===== config.mk =====
export PLATFORM = sky130hd
export DESIGN_NAME = first_fit_segment_allocator
export DESIGN_NICKNAME = d
export VERILOG_FILES = /design/src/rtl/core/ffsa_pkg.sv /design/src/rtl/core/ffsa_ram.sv /design/src/rtl/core/ffsa_front.sv /design/src/rtl/core/ffsa_back.sv /design/src/rtl/core/first_fit_segment_allocator.sv
export VERILOG_INCLUDE_DIRS = /design/src /design/src/rtl/core
export SDC_FILE = /design/constraint.sdc
export NUM_CORES = 1
export LEC_CHECK = 0
export BUFFER_PORTS_ARGS = -buffer_cell sky130_fd_sc_hd__buf_2
export CAP_MARGIN = 10
export CORE_MARGIN = 10
export CORE_UTILIZATION = 35
export DETAILED_ROUTE_END_ITERATION = 8
export SLEW_MARGIN = 20
export SYNTH_ARGS = -nofsm -noshare
export SYNTH_HDL_FRONTEND = slang
export SYNTH_SLANG_ARGS = --single-unit

===== constraint.sdc =====
create_clock -name i_clk -period 29.1 [get_ports i_clk]
set_input_delay 1.455 -clock i_clk [delete_from_list [all_inputs] [get_ports i_clk]]
set_output_delay 1.455 -clock i_clk [all_outputs]
set_load 0.01 [all_outputs]

===== src/rtl/core/assert_macros.svh =====
// Assertion helpers for the allocator RTL.
`ifndef ASSERT_MACROS_SVH
`define ASSERT_MACROS_SVH
`ifndef SYNTHESIS
`define FFSA_ASSERT(lbl, clk, rst_n, prop, msg) \
    lbl: assert property (@(posedge clk) disable iff (!rst_n) prop) else $error(msg);
`define FFSA_ASSERT_NR(lbl, clk, prop, msg) \
    lbl: assert property (@(posedge clk) prop) else $error(msg);
`else
`define FFSA_ASSERT(lbl, clk, rst_n, prop, msg)
`define FFSA_ASSERT_NR(lbl, clk, prop, msg)
`endif
`endif


===== src/rtl/core/ffsa_pkg.sv =====
package ffsa_pkg;
    localparam int MAX_SEGMENTS_DEF   = 16;
    localparam int POOL_ADDR_BITS_DEF = 16;

    localparam int SIZE_W   = 17;
    localparam int ALIGN_W  = 4;
    localparam int OFF_W    = 16;
    localparam int STATUS_W = 2;

    localparam logic [STATUS_W-1:0] ST_OK       = 2'd0;
    localparam logic [STATUS_W-1:0] ST_NOFIT    = 2'd1;
    localparam logic [STATUS_W-1:0] ST_NOTALLOC = 2'd2;
    localparam logic [STATUS_W-1:0] ST_FULL     = 2'd3;

    localparam logic CMD_ALLOC = 1'b0;
    localparam logic CMD_FREE  = 1'b1;

    // Classified request handed from front to back
    typedef struct packed {
        logic              is_free;
        logic [SIZE_W-1:0] size;
        logic [OFF_W-1:0]  mask;
        logic [OFF_W-1:0]  off;
    } t_item;
endpackage


===== src/rtl/core/ffsa_ram.sv =====
module ffsa_ram #(
    parameter int WIDTH = 8,
    parameter int DEPTH = 16
) (
    input  logic                     i_clk,
    input  logic                     i_we,
    input  logic [$clog2(DEPTH)-1:0] i_waddr,
    input  logic [WIDTH-1:0]         i_wdata,
    input  logic [$clog2(DEPTH)-1:0] i_raddr,
    output logic [WIDTH-1:0]         o_rdata
);
    logic [WIDTH-1:0] r_mem [DEPTH];
    logic [WIDTH-1:0] r_rdata;

    always_ff @(posedge i_clk) begin
        if (i_we) begin
            r_mem[i_waddr] <= i_wdata;
        end
        r_rdata <= r_mem[i_raddr];
    end

    assign o_rdata = r_rdata;
endmodule


===== src/rtl/core/ffsa_front.sv =====
module ffsa_front (
    input  logic                          i_clk,
    input  logic                          i_rst_n,
    input  logic                          i_start,
    output logic                          o_busy,
    input  logic                          i_cmd,
    input  logic [ffsa_pkg::SIZE_W-1:0]   i_req_size,
    input  logic [ffsa_pkg::ALIGN_W-1:0]  i_align_log2,
    input  logic [ffsa_pkg::OFF_W-1:0]    i_free_offset,
    output logic                          o_q_valid,
    output ffsa_pkg::t_item               o_q_item,
    input  logic                          i_q_pop
);
    ffsa_pkg::t_item r_q [2];
    logic            r_wp, r_rp;
    logic [1:0]      r_qn, n_qn;
    logic            accept;
    ffsa_pkg::t_item cls;

    assign o_busy    = (r_qn == 2'd2);
    assign accept    = i_start && !o_busy;
    assign o_q_valid = (r_qn != 2'd0);
    assign o_q_item  = r_q[r_rp];

    // classify: decode command and build the alignment mask
    always_comb begin
        cls.is_free = (i_cmd == ffsa_pkg::CMD_FREE);
        cls.size    = i_req_size;
        cls.mask    = ffsa_pkg::OFF_W'((17'd1 << i_align_log2) - 17'd1);
        cls.off     = i_free_offset;
    end

    always_comb begin
        n_qn = r_qn;
        if (accept && !i_q_pop) begin
            n_qn = r_qn + 2'd1;
        end else if (!accept && i_q_pop) begin
            n_qn = r_qn - 2'd1;
        end
    end

    always_ff @(posedge i_clk) begin
        if (!i_rst_n) begin
            r_wp <= 1'b0;
            r_rp <= 1'b0;
            r_qn <= 2'd0;
        end else begin
            r_qn <= n_qn;
            if (accept) begin
                r_wp <= !r_wp;
            end
            if (i_q_pop) begin
                r_rp <= !r_rp;
            end
        end
    end

    always_ff @(posedge i_clk) begin
        if (accept) begin
            r_q[r_wp] <= cls;
        end
    end
endmodule


===== src/rtl/core/ffsa_back.sv =====
module ffsa_back #(
    parameter int MAX_SEGMENTS   = ffsa_pkg::MAX_SEGMENTS_DEF,
    parameter int POOL_ADDR_BITS = ffsa_pkg::POOL_ADDR_BITS_DEF
) (
    input  logic                           i_clk,
    input  logic                           i_rst_n,
    input  logic                           i_cfg_valid,
    input  logic [ffsa_pkg::SIZE_W-1:0]    i_cfg_data,
    input  logic                           i_q_valid,
    input  ffsa_pkg::t_item                i_q_item,
    output logic                           o_q_pop,
    output logic                           o_done,
    output logic [ffsa_pkg::STATUS_W-1:0]  o_status,
    output logic [ffsa_pkg::OFF_W-1:0]     o_alloc_offset
);
    localparam int PAB = POOL_ADDR_BITS;
    localparam int IW  = $clog2(MAX_SEGMENTS);
    localparam int CNW = $clog2(MAX_SEGMENTS + 1);
    localparam int DW  = 3 * PAB + 2;
    localparam int CW  = ((PAB > ffsa_pkg::SIZE_W) ? PAB : ffsa_pkg::SIZE_W) + 2;
    localparam int OW  = (PAB > ffsa_pkg::OFF_W) ? PAB : ffsa_pkg::OFF_W;
    localparam int PW  = ((PAB + 1) > ffsa_pkg::SIZE_W) ? (PAB + 1) : ffsa_pkg::SIZE_W;

    localparam logic [2:0] S_INIT = 3'd0;
    localparam logic [2:0] S_IDLE = 3'd1;
    localparam logic [2:0] S_SCAN = 3'd2;
    localparam logic [2:0] S_INS  = 3'd3;
    localparam logic [2:0] S_INSF = 3'd4;
    localparam logic [2:0] S_FNX  = 3'd5;
    localparam logic [2:0] S_ERS  = 3'd6;

    logic [2:0]                    r_state, n_state;
    logic [IW-1:0]                 r_i, n_i, r_k, n_k;
    logic [CNW-1:0]                r_cnt, n_cnt;
    logic [PAB:0]                  r_pool;
    ffsa_pkg::t_item               r_item, n_item;
    logic [PAB-1:0]                r_cur_aln, n_cur_aln, r_cur_st, n_cur_st;
    logic [PAB:0]                  r_cur_len, n_cur_len;
    logic [PAB-1:0]                r_new_st, n_new_st;
    logic [PAB:0]                  r_new_len, n_new_len;
    logic                          r_done, n_done;
    logic [ffsa_pkg::STATUS_W-1:0] r_status, n_status;
    logic [ffsa_pkg::OFF_W-1:0]    r_off, n_off;

    logic          we;
    logic [IW-1:0] waddr, raddr;
    logic [DW-1:0] wdata, rdata;

    logic           e_use;
    logic [PAB-1:0] e_aln, e_st;
    logic [PAB:0]   e_len;
    logic [CW-1:0]  s_x, m_x, a_x, end_x, sz_x, used_x, lim_x, len_x;
    logic           fit, hit;
    logic [CNW-1:0] i_ext, i1, i2, k_ext, k1, k2;
    logic [PW-1:0]  cfg_x, lim_p;

    ffsa_ram #(.WIDTH(DW), .DEPTH(MAX_SEGMENTS)) u_ram (
        .i_clk   (i_clk),
        .i_we    (we),
        .i_waddr (waddr),
        .i_wdata (wdata),
        .i_raddr (raddr),
        .o_rdata (rdata)
    );

    assign e_use = rdata[DW-1];
    assign e_aln = rdata[3*PAB:2*PAB+1];
    assign e_st  = rdata[2*PAB:PAB+1];
    assign e_len = rdata[PAB:0];

    assign s_x    = CW'(e_st);
    assign m_x    = CW'(r_item.mask);
    assign a_x    = (s_x + m_x) & ~m_x;
    assign len_x  = CW'(e_len);
    assign end_x  = s_x + len_x;
    assign sz_x   = CW'(r_item.size);
    assign used_x = a_x - s_x + sz_x;
    assign lim_x  = CW'(1) << PAB;
    assign fit    = !e_use && (a_x < lim_x) && ((a_x + sz_x) <= end_x);
    assign hit    = e_use && (OW'(e_aln) == OW'(r_item.off));

    assign i_ext = CNW'(r_i);
    assign i1    = i_ext + CNW'(1);
    assign i2    = i_ext + CNW'(2);
    assign k_ext = CNW'(r_k);
    assign k1    = k_ext + CNW'(1);
    assign k2    = k_ext + CNW'(2);

    assign cfg_x = PW'(i_cfg_data);
    assign lim_p = PW'(1) << PAB;

    always_comb begin
        n_state   = r_state;
        n_i       = r_i;
        n_k       = r_k;
        n_cnt     = r_cnt;
        n_item    = r_item;
        n_cur_aln = r_cur_aln;
        n_cur_st  = r_cur_st;
        n_cur_len = r_cur_len;
        n_new_st  = r_new_st;
        n_new_len = r_new_len;
        n_done    = 1'b0;
        n_status  = r_status;
        n_off     = r_off;
        we        = 1'b0;
        waddr     = r_i;
        wdata     = '0;
        raddr     = r_i;
        o_q_pop   = 1'b0;
        unique case (r_state)
            S_INIT: begin
                we      = 1'b1;
                waddr   = '0;
                wdata   = {1'b0, {PAB{1'b0}}, {PAB{1'b0}}, r_pool};
                n_cnt   = CNW'(1);
                n_state = S_IDLE;
            end
            S_IDLE: begin
                if (i_q_valid) begin
                    o_q_pop = 1'b1;
                    n_item  = i_q_item;
                    n_i     = '0;
                    raddr   = '0;
                    n_state = S_SCAN;
                end
            end
            S_SCAN: begin
                if (!r_item.is_free && fit) begin
                    if (len_x > used_x) begin
                        if (r_cnt >= CNW'(MAX_SEGMENTS)) begin
                            n_done   = 1'b1;
                            n_status = ffsa_pkg::ST_FULL;
                            n_off    = '0;
                            n_state  = S_IDLE;
                        end else begin
                            we        = 1'b1;
                            wdata     = {1'b1, a_x[PAB-1:0], e_st, used_x[PAB:0]};
                            n_new_st  = PAB'(s_x + used_x);
                            n_new_len = (PAB + 1)'(len_x - used_x);
                            n_off     = ffsa_pkg::OFF_W'(a_x);
                            if (r_cnt > i1) begin
                                raddr   = IW'(r_cnt - CNW'(1));
                                n_k     = IW'(r_cnt - CNW'(1));
                                n_state = S_INS;
                            end else begin
                                n_state = S_INSF;
                            end
                        end
                    end else begin
                        we       = 1'b1;
                        wdata    = {1'b1, a_x[PAB-1:0], e_st, e_len};
                        n_done   = 1'b1;
                        n_status = ffsa_pkg::ST_OK;
                        n_off    = ffsa_pkg::OFF_W'(a_x);
                        n_state  = S_IDLE;
                    end
                end else if (r_item.is_free && hit) begin
                    n_cur_aln = e_aln;
                    n_cur_st  = e_st;
                    n_cur_len = e_len;
                    if (i1 < r_cnt) begin
                        raddr   = IW'(i1);
                        n_state = S_FNX;
                    end else begin
                        we       = 1'b1;
                        wdata    = {1'b0, e_aln, e_st, e_len};
                        n_done   = 1'b1;
                        n_status = ffsa_pkg::ST_OK;
                        n_off    = '0;
                        n_state  = S_IDLE;
                    end
                end else if (i1 < r_cnt) begin
                    raddr = IW'(i1);
                    n_i   = IW'(i1);
                end else begin
                    n_done   = 1'b1;
                    n_status = r_item.is_free ? ffsa_pkg::ST_NOTALLOC : ffsa_pkg::ST_NOFIT;
                    n_off    = '0;
                    n_state  = S_IDLE;
                end
            end
            S_INS: begin
                we    = 1'b1;
                waddr = IW'(k1);
                wdata = rdata;
                if (k_ext > i1) begin
                    raddr = r_k - IW'(1);
                    n_k   = r_k - IW'(1);
                end else begin
                    n_state = S_INSF;
                end
            end
            S_INSF: begin
                we       = 1'b1;
                waddr    = IW'(i1);
                wdata    = {1'b0, {PAB{1'b0}}, r_new_st, r_new_len};
                n_cnt    = r_cnt + CNW'(1);
                n_done   = 1'b1;
                n_status = ffsa_pkg::ST_OK;
                n_state  = S_IDLE;
            end
            S_FNX: begin
                we       = 1'b1;
                n_status = ffsa_pkg::ST_OK;
                n_off    = '0;
                if (!e_use) begin
                    wdata = {1'b0, r_cur_aln, r_cur_st, r_cur_len + e_len};
                    if (i2 < r_cnt) begin
                        raddr   = IW'(i2);
                        n_k     = IW'(i1);
                        n_state = S_ERS;
                    end else begin
                        n_cnt   = r_cnt - CNW'(1);
                        n_done  = 1'b1;
                        n_state = S_IDLE;
                    end
                end else begin
                    wdata   = {1'b0, r_cur_aln, r_cur_st, r_cur_len};
                    n_done  = 1'b1;
                    n_state = S_IDLE;
                end
            end
            S_ERS: begin
                we    = 1'b1;
                waddr = r_k;
                wdata = rdata;
                if (k2 < r_cnt) begin
                    raddr = IW'(k2);
                    n_k   = IW'(k1);
                end else begin
                    n_cnt   = r_cnt - CNW'(1);
                    n_done  = 1'b1;
                    n_state = S_IDLE;
                end
            end
            default: begin
                n_state = S_INIT;
            end
        endcase
        if (i_cfg_valid) begin
            n_state = S_INIT;
        end
    end

    always_ff @(posedge i_clk) begin
        if (!i_rst_n) begin
            r_state <= S_INIT;
            r_cnt   <= CNW'(1);
            r_pool  <= (PAB + 1)'(lim_p);
            r_done  <= 1'b0;
        end else begin
            r_state <= n_state;
            r_cnt   <= n_cnt;
            r_done  <= n_done;
            if (i_cfg_valid) begin
                if (cfg_x == '0) begin
                    r_pool <= (PAB + 1)'(1);
                end else if (cfg_x > lim_p) begin
                    r_pool <= (PAB + 1)'(lim_p);
                end else begin
                    r_pool <= (PAB + 1)'(cfg_x);
                end
            end
        end
    end

    always_ff @(posedge i_clk) begin
        r_i       <= n_i;
        r_k       <= n_k;
        r_item    <= n_item;
        r_cur_aln <= n_cur_aln;
        r_cur_st  <= n_cur_st;
        r_cur_len <= n_cur_len;
        r_new_st  <= n_new_st;
        r_new_len <= n_new_len;
        r_status  <= n_status;
        r_off     <= n_off;
    end

    assign o_done         = r_done;
    assign o_status       = r_status;
    assign o_alloc_offset = r_off;
endmodule


===== src/rtl/core/first_fit_segment_allocator.sv =====
// Each transaction: a table scan, plus a shift of the table on split/merge.
// Throughput: one transaction at a time in the back sequencer, set by the simple dual-port
//   table memory (one entry read and one written per cycle); a two-entry queue takes new ones.
// Result: strobed on o_done for exactly one cycle; the receiver cannot stall.
// Reset: synchronous, active low; pool 2^POOL_ADDR_BITS, one free segment written in
//   state S_INIT after reset or after a pool_size write.
`include "assert_macros.svh"

module first_fit_segment_allocator #(
    parameter int MAX_SEGMENTS   = ffsa_pkg::MAX_SEGMENTS_DEF,
    parameter int POOL_ADDR_BITS = ffsa_pkg::POOL_ADDR_BITS_DEF
) (
    input  logic                           i_clk,
    input  logic                           i_rst_n,
    // request channel
    input  logic                           start,
    output logic                           busy,
    input  logic                           i_cmd,
    input  logic [ffsa_pkg::SIZE_W-1:0]    i_req_size,
    input  logic [ffsa_pkg::ALIGN_W-1:0]   i_align_log2,
    input  logic [ffsa_pkg::OFF_W-1:0]     i_free_offset,
    // configuration channel: pool_size
    input  logic                           i_cfg_valid,
    output logic                           o_cfg_ready,
    input  logic [ffsa_pkg::SIZE_W-1:0]    i_cfg_data,
    // result strobe
    output logic                           o_done,
    output logic [ffsa_pkg::STATUS_W-1:0]  o_status,
    output logic [ffsa_pkg::OFF_W-1:0]     o_alloc_offset
);
    logic            q_valid;
    logic            q_pop;
    ffsa_pkg::t_item q_item;

    // Always take configuration; it must be written only while the block is idle (unchecked)
    assign o_cfg_ready = 1'b1;

    // Front: accept and classify requests, hold them in a short queue
    ffsa_front u_front (
        .i_clk         (i_clk),
        .i_rst_n       (i_rst_n),
        .i_start       (start),
        .o_busy        (busy),
        .i_cmd         (i_cmd),
        .i_req_size    (i_req_size),
        .i_align_log2  (i_align_log2),
        .i_free_offset (i_free_offset),
        .o_q_valid     (q_valid),
        .o_q_item      (q_item),
        .i_q_pop       (q_pop)
    );

    // Back: scan the segment table, split on allocate, merge forward on free
    ffsa_back #(
        .MAX_SEGMENTS   (MAX_SEGMENTS),
        .POOL_ADDR_BITS (POOL_ADDR_BITS)
    ) u_back (
        .i_clk          (i_clk),
        .i_rst_n        (i_rst_n),
        .i_cfg_valid    (i_cfg_valid && o_cfg_ready),
        .i_cfg_data     (i_cfg_data),
        .i_q_valid      (q_valid),
        .i_q_item       (q_item),
        .o_q_pop        (q_pop),
        .o_done         (o_done),
        .o_status       (o_status),
        .o_alloc_offset (o_alloc_offset)
    );

    // Failed transactions never carry an offset
    `FFSA_ASSERT(a_fail_zero_off, i_clk, i_rst_n, (o_done && (o_status != ffsa_pkg::ST_OK)) |-> (o_alloc_offset == '0), "offset on failed result")
    // Result strobes are never back to back
    `FFSA_ASSERT(a_done_gap, i_clk, i_rst_n, o_done |=> !o_done, "back-to-back result strobes")
    // A pop only happens when the queue holds a transaction
    `FFSA_ASSERT(a_pop_valid, i_clk, i_rst_n, q_pop |-> q_valid, "pop from empty queue")
    // No result straight out of reset
    `FFSA_ASSERT_NR(a_rst_quiet, i_clk, !i_rst_n |=> !o_done, "result strobe after reset")
endmodule

# Word-level counts from Yosys, hierarchy flattened
# Memory sizes are Yosys's and may differ from the RTL's. A register that Yosys moved wholly into a read port is not among the register bits.
# Cells that the tools add are included.
# word_totals
mem_bits_rw,900
mem_count,2
word_cells,199
regBits,138
output_inout_bits,21
# op_classes
n_eq_ne,25
n_mux,84
n_shift,1
magnitude_cmp,10
n_addsub,18
n_reduce_logical,38
bitwise,5
# memory_table
memory,depth,width,read_ports,rd_clocked_by_memory_dff,wr,line_no,rtl
u_back.u_ram.r_mem,16,50,1,1,1,ffsa_ram.sv:12,logic [WIDTH-1:0] r_mem [DEPTH];
u_front.r_q,2,50,1,1,1,ffsa_front.sv:14,ffsa_pkg::t_item r_q [2];
# ops
op,count
case mux 50 bit (5 select lines),1
two-way mux 50 bit,4
two-way mux 4 bit,20
two-way mux 16 bit,4
two-way mux 17 bit,3
two-way mux 49 bit,1
adder 19 x 17 -> 19 bit,2
two-way mux 3 bit,12
case mux 16 bit (2 select lines),1
case mux 4 bit (4 select lines),2
case mux 4 bit (5 select lines),1
case mux 5 bit (4 select lines),1
bitwise AND 19 bit,1
greater-than comparator 17 x 19 -> 1 bit,1
<= comparator 19 bit,1
< comparator 19 x 17 -> 1 bit (second input constant),1
NOT 16 -> 19 bit,1
subtractor 19 x 16 -> 19 bit,1
adder 16 x 17 -> 18 bit,1
two-way mux 2 bit,9
case mux 3 bit (6 select lines),1
adder 16 x 16 -> 17 bit,1
adder 17 bit,1
greater-than comparator 17 bit (second input constant),1
45 further kinds,109

# Depth between registers and ports, before layout
# depth
depth_word,10
mapped_depth,37
ltp_nobuf,33

# Cells and area by module
# From an unflattened synthesis, not the netlist that was laid out.
# hier_totals
cells_unflattened,3122
area_unflattened_um2,50140.6
# modules_own_cells
module,instances,area_each_um2,cells_each
ffsa_ram,1,30910.9,1294
ffsa_back,1,15064.4,1597
ffsa_front,1,4154.0,229
first_fit_segment_allocator,1,11.3,2

# Worst setup path before layout
# OpenSTA, ideal clock, no wires.
# synth_path
path_kind,register to register
start,"register u_back.u_ram.r_rdata[18], in the netlist u_back.u_ram.o_rdata[18], read port of u_back.u_ram.r_mem"
end,"memory u_back.u_ram.r_mem[2][0] (netlist name), enable pin"
stages_incl_launch_ff,35
n_path_buf,1
arrival_time_ns,9.040
period_less_slack_ns,9.497
slack_ns,19.603
path_cell_list,dfxtp_1 > inv_1 > fa_1 > nor2b_1 > nor2_1 > nor2b_1 > nor2_1 > xnor2_1 > nor2b_1 > ha_1 > inv_1 > o21bai_1 > a21oi_1 > o21a_1 > nor3_1 > maj3_1 > maj3_2 > a2111o_1 > a31o_1 > a21oi_1 > xnor2_1 > ha_1 > a21o_1 > a21oi_1 > nor2b_1 > o2111ai_1 > a21oi_1 > o211ai_2 > a211oi_1 > or2_2 > clkbuf_1 > a21o_1 > nor2b_1 > nand2_1 > nor2_1
# synth_via
elab_chain_len,10
elab_cells_between_ends,17
classes_between,5 x add/sub; 3 x order compare; 5 x mux; 1 x bitwise; 3 x reduce/logical
# synth_lines
element,line_no,rtl
"start, declared",ffsa_ram.sv:13,logic [WIDTH-1:0] r_rdata;
adder 16 x 16 -> 17 bit,ffsa_back.sv:73,assign a_x = (s_x + m_x) & ~m_x;
bitwise AND 19 bit,ffsa_back.sv:73,
subtractor 19 x 16 -> 19 bit (tied with other cells),ffsa_back.sv:77,assign used_x = a_x - s_x + sz_x;
adder 19 x 17 -> 19 bit (tied with other cells),ffsa_back.sv:77,
greater-than comparator 17 x 19 -> 1 bit / logical AND 1 bit (equally long branches),"ffsa_back.sv:130, ffsa_back.sv:79",
two-way mux 1 bit / logical AND 1 bit (equally long branches),"ffsa_back.sv:130, ffsa_back.sv:129",
two-way mux 1 bit (*),ffsa_back.sv:129,if (!r_item.is_free && fit) begin
case mux 1 bit (2 select lines) (*),ffsa_back.sv:111,unique case (r_state)
two-way mux 1 bit (*),ffsa_ram.sv:16,if (i_we) begin
two-way mux 1 bit (implied by the code) (*),ffsa_ram.sv:17,r_mem[i_waddr] <= i_wdata;
"end, declared",ffsa_ram.sv:12,
# Every way passes the cells marked *; elsewhere a longest branch is shown, timed or not.

# Worst setup path after layout
# layout_path
start,"register u_back.u_ram.r_rdata[17], in the netlist u_back.u_ram.o_rdata[17], read port of u_back.u_ram.r_mem"
end,"register u_back.u_ram.r_rdata[36], in the netlist u_back.u_ram.o_rdata[36], read port of u_back.u_ram.r_mem"
# layout_via
elab_chain_len,8
elab_cells_between_ends,15
classes_between,5 x add/sub; 3 x order compare; 3 x mux; 1 x bitwise; 3 x reduce/logical
# layout_lines
element,line_no
adder 16 x 16 -> 17 bit,ffsa_back.sv:73
bitwise AND 19 bit,ffsa_back.sv:73
subtractor 19 x 16 -> 19 bit (tied with other cells),ffsa_back.sv:77
adder 19 x 17 -> 19 bit (tied with other cells),ffsa_back.sv:77
greater-than comparator 17 x 19 -> 1 bit / logical AND 1 bit (equally long branches),"ffsa_back.sv:130, ffsa_back.sv:79"
two-way mux 4 bit / logical AND 1 bit (equally long branches),"ffsa_back.sv:130, ffsa_back.sv:129"
two-way mux 4 bit (*),ffsa_back.sv:129
case mux 4 bit (5 select lines) (*),ffsa_back.sv:111
# Marked as above.
# A chain may end at the register's enable or synchronous reset.

==> results.txt <==
----------------------------------------------------
[Finish]
  Final Util ... 0.3976
  Layout cells sized above 1 ... 0.1249
  Area occupied by registers ... 0.03337 mm²
  Layout filler cell count ... 13570
  # nets final ... 4171
  Area growth from synthesis to layout ... 12.59%
  Multi-input gate area in the final layout ... 0.01680 mm²

[Drt]
  Total vias in the final route ... 33750
  Routed length per instance ... 24.65 µm
  First-pass iteration count of the detailed router ... 9
  Routed wire length ... 146700 µm
  Average vias per placed instance ... 5.670
  Count of routing violations after the opening detailed-route iteration ... 3605
  DRC Markers ... 0
  Post-detailed-route count of antenna-violating nets ... 0

[Power and ir drop]
  Pwr per Cell Area ... 127.3 mW/mm²
  Worst vdd ir ... 113.1 µV
  Static leakage power ... 0.02065 µW

[Clock network]
  Number of sinks handled by clock tree synthesis ... 1138
  Clock Latency Late Sink ... 0.72 ns
  Number of hold buffers added after cts ... 0
  Number of CTS-inserted buffers ... 115
  CTS Buffer Depth ... 3
  CTS tree ... yes
  Clock-pin slew on the worst setup and hold paths ... roughly 0.060 ns
  Number of levels the H-tree was split into ... 3
  Cells resized by post-CTS repair ... 0
  Buffer type at the clock tree root ... clkbuf_16
  Number of setup buffers added after CTS ... 0

[Synthesis]
  Flops & latches, synth ... 1138
  Leading register cell type out of synthesis ... edfxtp_1
  Area of the mapped netlist ... roughly 0.052 mm²
  Most numerous cell types in the synthesized netlist ... edfxtp_1 (1058), nand2_1 (491), and3_1 (213)
  Biggest area consumer among synthesized cells ... edfxtp_1
  Yosys Warn Count ... 0
  Async set-or-reset flop fraction in the synthesized netlist ... 0
  Dominant cells by area after synthesis ... edfxtp_1 (62%), ha_1 (4.1%), nand2_1 (3.6%)
  Average instance area after synthesis ... 13.25 µm²
  Post-synthesis sequential area ratio ... 0.6476
  Count of unique library cells instantiated by Yosys ... 91
  Post-synth EDFFs ... 1058
  Most frequently used cell type in the post-synthesis netlist ... edfxtp_1
  Gate count of the mapped netlist ... 3890
  Area share of the largest cell type after synthesis ... 0.6165

[Timing]
  Fmax ... 0.09142 GHz
  Total count of max-transition violations in the final report ... 0
  Tmin final ... approximately 11 ns
  Portion of the clock cycle consumed by the worst path in the final layout ... 0.3759
  Setup ws final ... 18.16 ns
  Max-Slew Margin vs Limit ... 0.2488
  Final Skew ... 0.03105 ns
  Setup repair after global routing missed its margin ... false
  Worst-margin pin slew ... 1.124 ns
  Final Setup Violations ... 0
  Final hold violation count ... 0
  Post-route setup TNS ... 0 ns

[Worst setup path]
  Critical path's top delay family ... compound AO/OA/AOI/OAI gates
  Arrival time worst endpoint ... ~12 ns
  Delay contributed by the slowest stage of the critical path ... approximately 0.90 ns
  Critical Path Fanout Max ... 92
  Nature of the critical path startpoint ... flip-flop
  Slowest cell on crit path ... buf_4
  Critical Path End Type ... flip-flop
  CP Data Required Time ... 29.74 ns
  Type of the worst setup path ... flip-flop to flip-flop
  CP bufs+invs ... 3

[Run]
  Max-cap violations ... 0

[Floorplan]
  Starting utilization of the core area ... 0.3532
  I/O pin count ... 80
  Core area ... ~0.15 mm²
  Die W ... 403.7 µm
  Die Footprint ... 0.1630 mm²
  FP Rows ... 140
  Die height ... a little over 400 µm

[Global route]
  Wire length of the first global-routing pass ... 216600 µm
  Maximum number of pins on one net before global-route repair ... 162
  Total congestion overflow after global routing ... 0
  Via count of the first global-routing pass ... roughly 33000
  Initial antenna violation count ... 0
  GRT Resource Usage Total ... 0.1737

[Placement]
  Routability Congestion ... slightly below 0.9
  Detailed-placement wirelength estimate ... 85400 µm
  PortBufs ... 78
  Placement Setup Slack ... ~18 ns

[Worst hold path]
  Worst min-delay path category ... flip-flop to flip-flop

[Outcome]
  Outcome ... finished, final reports clean

----------------------------------------------------
-- kinds of logic (layout without fill, tap and decap cells) --
family	Yosys count	after routing	share of synthesized area
flops	1138	1138	0.6476
compound gates	908	908	0.1358
xor+xnor	130	130	0.02209
mux	83	83	0.01748
other cells	2	4	0.0001457
fa+ha+maj	184	184	0.04640
simple gates	1061	1061	0.09952
buf+inv	384	528	0.03100
-- cell usage in the layout, fill, tap and decap left out, types with 35 or more instances in the layout --
master        n
edfxtp_1   1058
ha_1        167
a211oi_2     45
a21o_1       35
xnor2_1      87
xor2_1       43
o21ai_0      75
buf_4        81
clkbuf_16   117
nand2_1     489
or4_1        52
and3_1      211
nor2_1       98
inv_1       148
buf_2        78
a311oi_1    200
mux2_2       53
a21oi_1     137
a211oi_1    167
dfxtp_1      78
-- worst reg2reg max path: cells and delay by family, from the launching register on --
kind	cells	cell delay [ns]
AND/OR/NAND/NOR	10	2.18
buffers and inverters	3	1.91
AO/OA/AOI/OAI	15	4.03
XOR/XNOR	2	0.31
adder cells (fa/ha/maj)	5	1.81
flip-flops	1	0.62
-- layer usage --
metal	vias up	GRT usage	part of all wire
met1	16910	0.2346	0.42
met2	1381	0.2858	0.47
met5	-	0	0
met4	0	0.05273	0.030
met3	285	0.02898	0.075
li1	15170	-	-
-- state kept, by name, indices dropped and copies added, names as in the netlist, 17 cells and up --
register              flops
u_front.r_q             100
u_back.r_item            34
u_back.r_new_len         17
u_back.u_ram.r_mem      800
u_back.r_cur_len         17
u_back.u_ram.o_rdata     50
u_back.r_pool            17
-- metrics by stage --
| stage | std cells | total power [µW] | instance area, µm² | hold slack [ns] |
|---|---|---|---|---|
| 3_3_place_gp | 5732 | 5794 | 54140 | 0.4673 |
| 4_1_cts | 5952 | 7356 | 58010 | 0.4891 |
| 2_1_floorplan | 3891 | 4730 | 51540 | 0.4373 |
| 3_5_place_dp | 5732 | 5832 | 54150 | 0.4651 |
| 5_1_grt | 5952 | 7807 | 58020 | 0.5012 |
| 6_report | 5953 | 7383 | 58020 | 0.4879 |
-- power by group --
group / switching (µW) / internal [µW]
registers: 172 / 2120
logic: 2280 / 1310
clock network: 635 / 869
-- layout make-up --
type	count	area share
Timing Repair Buffer	160	0.01755
Antenna cell	1	0.00004313
Sequential cell	1138	0.5752
Clock inverter	62	0.01145
Multi-Input combinational cell	2369	0.2896
Tap cell	1917	0.04134
Clock buffer	158	0.05519
Inverter	148	0.009575
-- path summary, 6_finish.rpt --
| path | cells past startpoint | end | from | slack (ns) |
|---|---|---|---|---|
| max | 35 | u_back.u_ram.o_rdata[36] | u_back.u_ram.o_rdata[17] | 18.16 |
| min | 1 | u_back.r_pool[14] | u_back.r_pool[14] | 0.49 |
| max reg2reg | 35 | u_back.u_ram.o_rdata[36] | u_back.u_ram.o_rdata[17] | 18.16 |
| min reg2reg | 1 | u_back.r_pool[14] | u_back.r_pool[14] | 0.49 |
No activity file was read; power rests on OpenSTA's default activity.
